### config.mk
export PLATFORM = sky130hd
export DESIGN_NAME = linear_probe_hash_table_top
export DESIGN_NICKNAME = d
export VERILOG_FILES = /design/src/rtl/core/lph_pkg.sv /design/src/rtl/core/lph_mod.sv /design/src/rtl/core/linear_probe_hash_table_top.sv
export SDC_FILE = /design/constraint.sdc
export NUM_CORES = 2
export LEC_CHECK = 0
export CAP_MARGIN = 20
export CORE_ASPECT_RATIO = 0.75
export CORE_UTILIZATION = 36
export DETAILED_ROUTE_END_ITERATION = 8
export DONT_BUFFER_PORTS = 1
export SETUP_SLACK_MARGIN = 0.15
export SYNTH_ARGS = -nofsm -noshare
export SYNTH_HDL_FRONTEND = slang
export SYNTH_SLANG_ARGS = --single-unit
### constraint.sdc
create_clock -name clk -period 12.3 [get_ports clk]
set_input_delay 0 -clock clk [delete_from_list [all_inputs] [get_ports clk]]
set_output_delay 0 -clock clk [all_outputs]
set_load 0.01 [all_outputs]
### src/rtl/core/lph_pkg.sv
// Shared widths, operation codes and defaults for the linear-probe hash table.
package lph_pkg;

  localparam int KEY_W  = 32;
  localparam int VAL_W  = 32;
  localparam int SIZE_W = 6;
  localparam int MODE_W = 2;

  localparam int SLOTS_DEFAULT = 32;

  localparam logic [SIZE_W-1:0] RESET_TABLE_SIZE = 6'd20;
  localparam logic [SIZE_W-1:0] COUNT_MAX        = 6'd63;

  localparam logic [MODE_W-1:0] MODE_INSERT = 2'd0;
  localparam logic [MODE_W-1:0] MODE_LOOKUP = 2'd1;
  localparam logic [MODE_W-1:0] MODE_CLEAR  = 2'd2;
  localparam logic [MODE_W-1:0] MODE_NOP    = 2'd3;

endpackage

### src/rtl/core/lph_mod.sv
// Serial remainder unit: 32-bit magnitude modulo a 6-bit size, two bits per cycle.
module lph_mod (
  input  logic                       clk,
  input  logic                       rst,
  input  logic                       start,
  input  logic [lph_pkg::KEY_W-1:0]  dividend,
  input  logic [lph_pkg::SIZE_W-1:0] divisor,
  output logic                       done,
  output logic [lph_pkg::SIZE_W-1:0] rem
);
  import lph_pkg::*;

  localparam int STEPS = KEY_W / 2;
  localparam int CW    = $clog2(STEPS);

  logic              busy;
  logic [CW-1:0]     count;
  logic [KEY_W-1:0]  shreg;
  logic [SIZE_W-1:0] dvs;

  logic [SIZE_W:0]   t1;
  logic [SIZE_W:0]   t2;
  logic [SIZE_W-1:0] r1;
  logic [SIZE_W-1:0] r2;

  // Two restoring steps per cycle; the partial remainder always stays below the divisor.
  always_comb begin
    t1 = {rem, shreg[KEY_W-1]};
    if (t1 >= {1'b0, dvs}) begin
      t1 = t1 - {1'b0, dvs};
    end
    r1 = t1[SIZE_W-1:0];
    t2 = {r1, shreg[KEY_W-2]};
    if (t2 >= {1'b0, dvs}) begin
      t2 = t2 - {1'b0, dvs};
    end
    r2 = t2[SIZE_W-1:0];
  end

  always_ff @(posedge clk) begin
    if (rst) begin
      busy  <= 1'b0;
      done  <= 1'b0;
      count <= '0;
    end else begin
      done <= 1'b0;
      if (start) begin
        busy  <= 1'b1;
        count <= '0;
      end else if (busy) begin
        count <= count + CW'(1);
        if (count == CW'(STEPS - 1)) begin
          busy <= 1'b0;
          done <= 1'b1;
        end
      end
    end
  end

  always_ff @(posedge clk) begin
    if (start) begin
      shreg <= dividend;
      dvs   <= divisor;
      rem   <= '0;
    end else if (busy) begin
      shreg <= {shreg[KEY_W-3:0], 2'b00};
      rem   <= r2;
    end
  end

endmodule

### src/rtl/core/linear_probe_hash_table_top.sv
// Linear-probe hash table: insert or update, lookup and clear over registered-read RAMs.
// Insert and lookup: the remainder unit forms the home slot from the key, the home slot is
// read, the slots are probed in turn (one up to the active table size of them), then the
// output word loads. Clear and the no-op code go straight to loading the output word.
// One word at a time: the input stalls until the result loads, and a result waits while
// the output is stalled. Reset (rst, synchronous) empties the table and sets size 20.
module linear_probe_hash_table_top #(
  parameter int SLOTS = lph_pkg::SLOTS_DEFAULT
) (
  input  logic                              clk,
  input  logic                              rst,
  // Configuration: table size register.
  input  logic                              cfg_valid,
  output logic                              cfg_ready,
  input  logic [lph_pkg::SIZE_W-1:0]        cfg_data,
  // Input channel.
  input  logic                              in_valid,
  output logic                              in_stall,
  input  logic [lph_pkg::MODE_W-1:0]        mode,
  input  logic signed [lph_pkg::KEY_W-1:0]  key,
  input  logic signed [lph_pkg::VAL_W-1:0]  value,
  // Output channel.
  output logic                              out_valid,
  input  logic                              out_stall,
  output logic                              found,
  output logic signed [lph_pkg::VAL_W-1:0]  value_out,
  output logic                              status
);
  import lph_pkg::*;

  // The size register never exceeds 63, so only the first 63 slots can ever be reached.
  localparam int USED = (SLOTS < 63) ? SLOTS : 63;
  localparam int IW   = $clog2(USED);
  localparam logic [SIZE_W-1:0] USED_W = SIZE_W'(USED);

  localparam logic [1:0] S_IDLE  = 2'd0;
  localparam logic [1:0] S_HASH  = 2'd1;
  localparam logic [1:0] S_PROBE = 2'd2;
  localparam logic [1:0] S_DONE  = 2'd3;

  logic [1:0]        state;
  logic [SIZE_W-1:0] table_size;
  logic [SIZE_W-1:0] entry_count;
  logic [USED-1:0]   slot_valid;

  // Key and value stores live in RAM; their read data is used only where the valid bit is set.
  logic [KEY_W-1:0]  slot_key   [USED];
  logic [VAL_W-1:0]  slot_value [USED];
  logic [KEY_W-1:0]  key_q;
  logic [VAL_W-1:0]  val_q;

  // Operation registers captured when a word is accepted.
  logic [MODE_W-1:0] mode_r;
  logic [KEY_W-1:0]  key_r;
  logic [VAL_W-1:0]  val_r;
  logic [SIZE_W-1:0] size_r;
  logic [IW-1:0]     idx;
  logic [SIZE_W-1:0] n;

  // Result waiting to be loaded into the output register.
  logic              res_found;
  logic [VAL_W-1:0]  res_vout;
  logic              res_status;

  logic              in_acc;
  logic [SIZE_W-1:0] size_eff;
  logic [KEY_W-1:0]  key_mag;
  logic              mod_start;
  logic              mod_done;
  logic [SIZE_W-1:0] mod_rem;

  logic [SIZE_W:0]   idx_p1;
  logic [IW-1:0]     idx_adv;
  logic [IW-1:0]     rd_addr;
  logic              cur_valid;
  logic              hit;
  logic              last;
  logic              key_we;
  logic              val_we;
  logic              out_free;

  assign cfg_ready = 1'b1;
  assign in_stall  = (state != S_IDLE);
  assign in_acc    = in_valid && !in_stall;
  assign out_free  = !out_valid || !out_stall;

  // A size of zero acts as one, and a size beyond the slot count is held at the slot count.
  always_comb begin
    if (table_size == '0) begin
      size_eff = SIZE_W'(1);
    end else if (table_size > USED_W) begin
      size_eff = USED_W;
    end else begin
      size_eff = table_size;
    end
  end

  // The most negative key negates to itself, which read unsigned is 2^31 as required.
  assign key_mag   = key[KEY_W-1] ? (~key + KEY_W'(1)) : key;
  assign mod_start = in_acc && (mode == MODE_INSERT || mode == MODE_LOOKUP);

  lph_mod u_mod (
    .clk      (clk),
    .rst      (rst),
    .start    (mod_start),
    .dividend (key_mag),
    .divisor  (size_eff),
    .done     (mod_done),
    .rem      (mod_rem)
  );

  // Next slot in probe order, wrapping at the active size.
  assign idx_p1  = (SIZE_W + 1)'(idx) + (SIZE_W + 1)'(1);
  assign idx_adv = (idx_p1 == {1'b0, size_r}) ? '0 : idx_p1[IW-1:0];

  // The read address runs one slot ahead: the home slot while hashing, the next slot while
  // probing, so that a new key and value are waiting on every probe cycle.
  assign rd_addr   = (state == S_HASH) ? mod_rem[IW-1:0] : idx_adv;
  assign cur_valid = slot_valid[idx];
  assign hit       = cur_valid && (key_q == key_r);
  assign last      = (n == size_r - SIZE_W'(1));

  // Writes happen only on the probe that ends an insert, after which the probe stops, so a
  // write never races a read that is still in flight.
  assign key_we = (state == S_PROBE) && (mode_r == MODE_INSERT) && !cur_valid;
  assign val_we = (state == S_PROBE) && (mode_r == MODE_INSERT) && (!cur_valid || hit);

  always_ff @(posedge clk) begin
    key_q <= slot_key[rd_addr];
    val_q <= slot_value[rd_addr];
    if (key_we) begin
      slot_key[idx] <= key_r;
    end
    if (val_we) begin
      slot_value[idx] <= val_r;
    end
  end

  always_ff @(posedge clk) begin
    if (rst) begin
      table_size <= RESET_TABLE_SIZE;
    end else if (cfg_valid && cfg_ready) begin
      table_size <= cfg_data;
    end
  end

  // Control sequencer and the valid bits.
  always_ff @(posedge clk) begin
    if (rst) begin
      state       <= S_IDLE;
      slot_valid  <= '0;
      entry_count <= '0;
      out_valid   <= 1'b0;
    end else begin
      if (out_valid && !out_stall) begin
        out_valid <= 1'b0;
      end
      unique case (state)
        S_IDLE: begin
          if (in_acc) begin
            if (mode == MODE_INSERT || mode == MODE_LOOKUP) begin
              state <= S_HASH;
            end else begin
              if (mode == MODE_CLEAR) begin
                slot_valid  <= '0;
                entry_count <= '0;
              end
              state <= S_DONE;
            end
          end
        end
        S_HASH: begin
          if (mod_done) begin
            state <= S_PROBE;
          end
        end
        S_PROBE: begin
          if (!cur_valid || hit || last) begin
            state <= S_DONE;
          end
          if (key_we) begin
            slot_valid[idx] <= 1'b1;
            if (entry_count != COUNT_MAX) begin
              entry_count <= entry_count + SIZE_W'(1);
            end
          end
        end
        S_DONE: begin
          if (out_free) begin
            out_valid <= 1'b1;
            state     <= S_IDLE;
          end
        end
        default: begin
          state <= S_IDLE;
        end
      endcase
    end
  end

  // Operation and result datapath.
  always_ff @(posedge clk) begin
    if (in_acc) begin
      mode_r     <= mode;
      key_r      <= key;
      val_r      <= value;
      size_r     <= size_eff;
      res_found  <= 1'b0;
      res_vout   <= '0;
      res_status <= 1'b0;
    end
    if (state == S_HASH && mod_done) begin
      idx <= mod_rem[IW-1:0];
      n   <= '0;
    end
    if (state == S_PROBE) begin
      idx <= idx_adv;
      n   <= n + SIZE_W'(1);
      if (hit) begin
        res_found <= 1'b1;
        if (mode_r == MODE_LOOKUP) begin
          res_vout <= val_q;
        end
      end else if (cur_valid && last && mode_r == MODE_INSERT) begin
        // Every active slot holds another key: the insert is refused.
        res_status <= 1'b1;
      end
    end
    if (state == S_DONE && out_free) begin
      found     <= res_found;
      value_out <= res_vout;
      status    <= res_status;
    end
  end

endmodule

==> results.md <==
Worst setup path:
- The reg-to-reg endpoint is val_q[24].
- STA classifies the critical path startpoint as a flop.
- The worst setup path is of the reg2reg kind.
- The startpoint of the worst register-to-register path is idx[1].
- The kind of end point of the critical path is a flop.
- The setup check on the worst reg-to-reg path leaves a slack of 6.19 ns.
- The worst register-to-register path has a depth of 11.
- For the worst setup path, the data arrival time is 6.83 ns.
- Along the worst path, the maximum fanout reaches 42.
- The worst endpoint required time is 13.01 ns.

Cells and area:
- In the layout the commonest cells are sky130_fd_sc_hd__edfxtp_1 (2203), sky130_fd_sc_hd__nand2_1 (1136), sky130_fd_sc_hd__nand3_1 (348), sky130_fd_sc_hd__mux4_2 (241), sky130_fd_sc_hd__clkbuf_16 (228).
- The synthesis-to-layout area growth is 15.34%.
- After routing the design area is 104100 um^2.
- The most frequent standard cell in the layout excluding fill and tap cells is sky130_fd_sc_hd__edfxtp_1.
- In the final design database the tool counted 5913 nets.
- The fraction of final layout cells with drive strength greater than 1 is 14.13%.
- The utilization after layout is 41.95%.

Clock tree:
- The total number of clock tree sinks is 2354.
- Once the clock tree was built, the resizer swapped 0 gates to a different size.
- The clock tree from TritonCTS is done.
- In this run the deepest clock path goes through 3 buffers.
- The clock latency of the later-clocked register in the worst-skew pair is 0.89 ns.
- The number of clock buffers inserted by TritonCTS is 226.
- Clock-pin slew was measured on the worst setup and hold paths at 0.06 ns.
- The number of H-tree branching levels is 4.
- The root cell of the clock tree is sky130_fd_sc_hd__clkbuf_16.

Run:
- The number of maximum-capacitance violations is 0.

Floorplanning:
- The die outline width is 580.1 um.
- The row count is 158.
- For this configuration, the core starts out at a cell density of 36.37%.
- In this run the count of I/O pins placed on the die edge is 114.
- The die covers 252700 um^2.
- Measured along the y axis, the die boundary spans 435.6 um.
- After floorplanning, the core was sized to cover 248100 um^2.

Timing:
- The number of max-slew violations in the final report came to 0.
- The top achievable clock speed is 163.5 MHz.
- Of the available clock period, the critical path in the final layout requires 49.71%.
- The clock arrives with 0.1194 ns of skew.
- The worst relative slew slack is 6.084%.
- The tightest hold path in the finished design has a slack of 0.05465 ns.
- At the pin with the least slew margin, the transition time is 1.409 ns.
- Setup repair after global routing left no endpoint under its margin.
- The setup TNS is 0 ns.
- The final setup violation count is 0.
- The number of hold violations in the final report was 0.
- The minimum clock period is 6.115 ns.

Logic synthesis:
- After synthesis, the share of flip-flops with an asynchronous set or reset is 0%.
- The sequential element share of the synthesized area is 76.65%.
- The number of synthesized register bits is 2354.
- The portion of synthesized cell area occupied by the leading cell type is 73.31%.
- The number of enable-type register cells in the synthesized netlist is 2203.
- A synthesized cell averages 16.05 um^2.
- Counting every instance in the synthesized netlist gives 5621.
- sky130_fd_sc_hd__edfxtp_1 takes more of the synthesized area than any other cell.
- For this run, the number of Yosys warnings is 0.
- The primary flip-flop cell chosen by synthesis mapping is sky130_fd_sc_hd__edfxtp_1.
- The number of nets in the synthesized netlist is 5725.
- After synthesis, the cell types taking the most area are sky130_fd_sc_hd__edfxtp_1 (73%), sky130_fd_sc_hd__mux4_2 (6.0%), sky130_fd_sc_hd__nand2_1 (4.7%), sky130_fd_sc_hd__dfxtp_1 (3.3%), sky130_fd_sc_hd__nand3_1 (1.9%).
- In this run, distinct cell masters in the synthesized netlist total 87.
- The mapped netlist covers 90240 um^2.

GRT:
- The via count of the first global-routing pass came to 49930.
- After global routing the overflow that remains totals 0.
- The global-route total usage across every layer is 19.63%.
- The first global-routing pass estimated 360800 um of wire.
- The number of antenna violations at the first check in global routing is 12.
- Entering global routing, the biggest net connects 212 pins.

Min path:
- For hold timing, the worst endpoint is key_r[20].
- The worst hold path belongs to the class in2reg.
- Counting instances, the worst hold path has a depth of 1.
- The startpoint identified for the worst hold timing path is key[20].

Placed design:
- Routability-driven placement finished with a final weighted congestion of 0.8028.
- The half-perimeter wire length of the detailed placement result is 122800 um.
- The count of input and output buffers is 0.
- Once placement finished, the instance area stood at 94620 um^2.

Power and ir drop:
- The maximum vdd drop is 0.2815 mV.
- The power density over the cells is 242.1 nW/um^2.
- The leakage power total is 33.37 nW.

Drt:
- The count of nets left with antenna violations once routing finished came out at 0.
- Across all layers, the routed design uses 51659 vias.
- The detail-routed net length per standard cell is 27.30 um.
- The via density per instance is 5.560.
- Wires add up to 253600 um.
- After detailed routing, the number of remaining DRC violations is 0.
- The first detailed-routing pass ran for 6 iterations.
- After the first detailed-routing iteration, the DRC count stood at 7180.

Run status:
- The flow ran to the end, and the final reports show no timing, DRC or antenna violations.
## metrics by stage
stage / total power (W) / instances / worst slack (ns)
after floorplan: 0.01532 / 5621 / 6.646
after global placement: 0.01785 / 8711 / 6.211
after detailed placement: 0.01797 / 8712 / 6.039
after CTS: 0.02524 / 9286 / 6.032
after global routing: 0.02622 / 9290 / 5.674
final: 0.02520 / 9291 / 6.185
## sequential cells by signal, summed over array words and instances, names as in the netlist, 6 cells and up
name         flops
res_vout        32
val_q           32
u_mod.dvs        6
slot_value    1024
key_q           32
u_mod.rem        6
val_r           32
slot_key      1024
n                6
key_r           32
value_out       32
table_size       6
u_mod.shreg     32
size_r           6
slot_valid      32
## metal layers
| metal | vias to the layer above | global-route usage [%] | share of wire (%) |
|---|---|---|---|
| met4 | 0 | 4.278 | 2.0 |
| met1 | 26642 | 28.65 | 42 |
| li1 | 22015 | - | - |
| met5 | - | 0 | 0 |
| met3 | 336 | 3.926 | 9.9 |
| met2 | 2666 | 30.33 | 46 |
## worst max path at each step
| stage | from | end | slack [ns] | depth (start not counted) |
|---|---|---|---|---|
| 4_1_cts | idx[1] | val_q[24] | 6.03 | 11 |
| 2_1_floorplan | idx[0] | slot_value[7][0] | 6.65 | 8 |
| 3_3_place_gp | idx[1] | val_q[24] | 6.21 | 11 |
| 3_5_place_dp | idx[1] | val_q[24] | 6.04 | 11 |
| 5_1_grt | idx[1] | val_q[24] | 5.67 | 11 |
| 6_report | idx[1] | val_q[24] | 6.19 | 11 |
## report_power, final
| part | switching (W) | internal (W) |
|---|---|---|
| Clock | 0.00308 | 0.00418 |
| Sequential | 0.000507 | 0.00947 |
| Combinational | 0.00527 | 0.00269 |
| Total | 0.00886 | 0.0163 |
## timing repair
action                                  4_1_cts  5_1_grt
hold buffers                                146        0
buffers inserted                              0        0
hold endpoints to repair                    222        0
endpoints found under the setup margin        0        0
## critical path: stages, from the launching register on
cell and delay [ns]:
sky130_fd_sc_hd__edfxtp_1 0.75, sky130_fd_sc_hd__ha_1 0.55, sky130_fd_sc_hd__nand3_2 0.22, sky130_fd_sc_hd__xor2_1 0.45, sky130_fd_sc_hd__xnor2_2 0.19, sky130_fd_sc_hd__o211ai_2 0.30, sky130_fd_sc_hd__and2_4 0.84, sky130_fd_sc_hd__buf_4 0.72
sky130_fd_sc_hd__buf_4 0.72, sky130_fd_sc_hd__mux4_2 0.60, sky130_fd_sc_hd__a2111oi_0 0.47, sky130_fd_sc_hd__a21oi_1 0.12
## cell usage after synthesis, types with 5 or more instances
cell type / n
sky130_fd_sc_hd__a2111oi_0: 10
sky130_fd_sc_hd__a211oi_1: 16
sky130_fd_sc_hd__a21oi_1: 84
sky130_fd_sc_hd__a221oi_1: 5
sky130_fd_sc_hd__a22oi_1: 129
sky130_fd_sc_hd__a31oi_1: 134
sky130_fd_sc_hd__a32oi_1: 10
sky130_fd_sc_hd__and3_1: 14
sky130_fd_sc_hd__buf_1: 44
sky130_fd_sc_hd__buf_2: 51
sky130_fd_sc_hd__buf_4: 21
sky130_fd_sc_hd__buf_6: 13
sky130_fd_sc_hd__clkbuf_1: 196
sky130_fd_sc_hd__dfxtp_1: 151
sky130_fd_sc_hd__edfxtp_1: 2203
sky130_fd_sc_hd__ha_1: 25
sky130_fd_sc_hd__inv_1: 29
sky130_fd_sc_hd__mux2_2: 9
sky130_fd_sc_hd__mux2i_1: 60
sky130_fd_sc_hd__mux4_2: 241
sky130_fd_sc_hd__nand2_1: 1138
sky130_fd_sc_hd__nand2b_1: 9
sky130_fd_sc_hd__nand3_1: 349
sky130_fd_sc_hd__nand3b_1: 7
sky130_fd_sc_hd__nand4_1: 157
sky130_fd_sc_hd__nor2_1: 154
sky130_fd_sc_hd__nor2b_1: 16
sky130_fd_sc_hd__nor3_1: 16
sky130_fd_sc_hd__nor4_1: 18
sky130_fd_sc_hd__o2111ai_1: 7
sky130_fd_sc_hd__o21a_1: 7
sky130_fd_sc_hd__o21ai_0: 89
sky130_fd_sc_hd__o21ai_1: 5
sky130_fd_sc_hd__o21bai_1: 5
sky130_fd_sc_hd__o22ai_1: 10
sky130_fd_sc_hd__o31ai_1: 12
sky130_fd_sc_hd__o41ai_1: 6
sky130_fd_sc_hd__or3_1: 5
sky130_fd_sc_hd__or4_1: 6
sky130_fd_sc_hd__xnor2_1: 14
sky130_fd_sc_hd__xor2_1: 75
## area by class of cell
type	count	area (um^2)
Multi-Input combinational cell	2911	20150
Inverter	30	115.1
Fill cell	21713	144000
Tap cell	3280	4104
Antenna cell	2	5.005
Clock buffer	294	6147
Clock inverter	134	1759
Sequential cell	2354	69180
Timing Repair Buffer	286	2630
## kinds of logic after synthesis
| family | after synthesis | share of synthesized area, % |
|---|---|---|
| compound gates | 573 | 4.268 |
| xor+xnor | 93 | 0.9553 |
| fa+ha+maj | 27 | 0.3910 |
| buf+inv | 356 | 1.751 |
| flops | 2354 | 76.65 |
| mux | 310 | 6.792 |
| other cells | 1 | 0.004155 |
| simple gates | 1907 | 9.184 |
(Power assumes the default switching activity.)
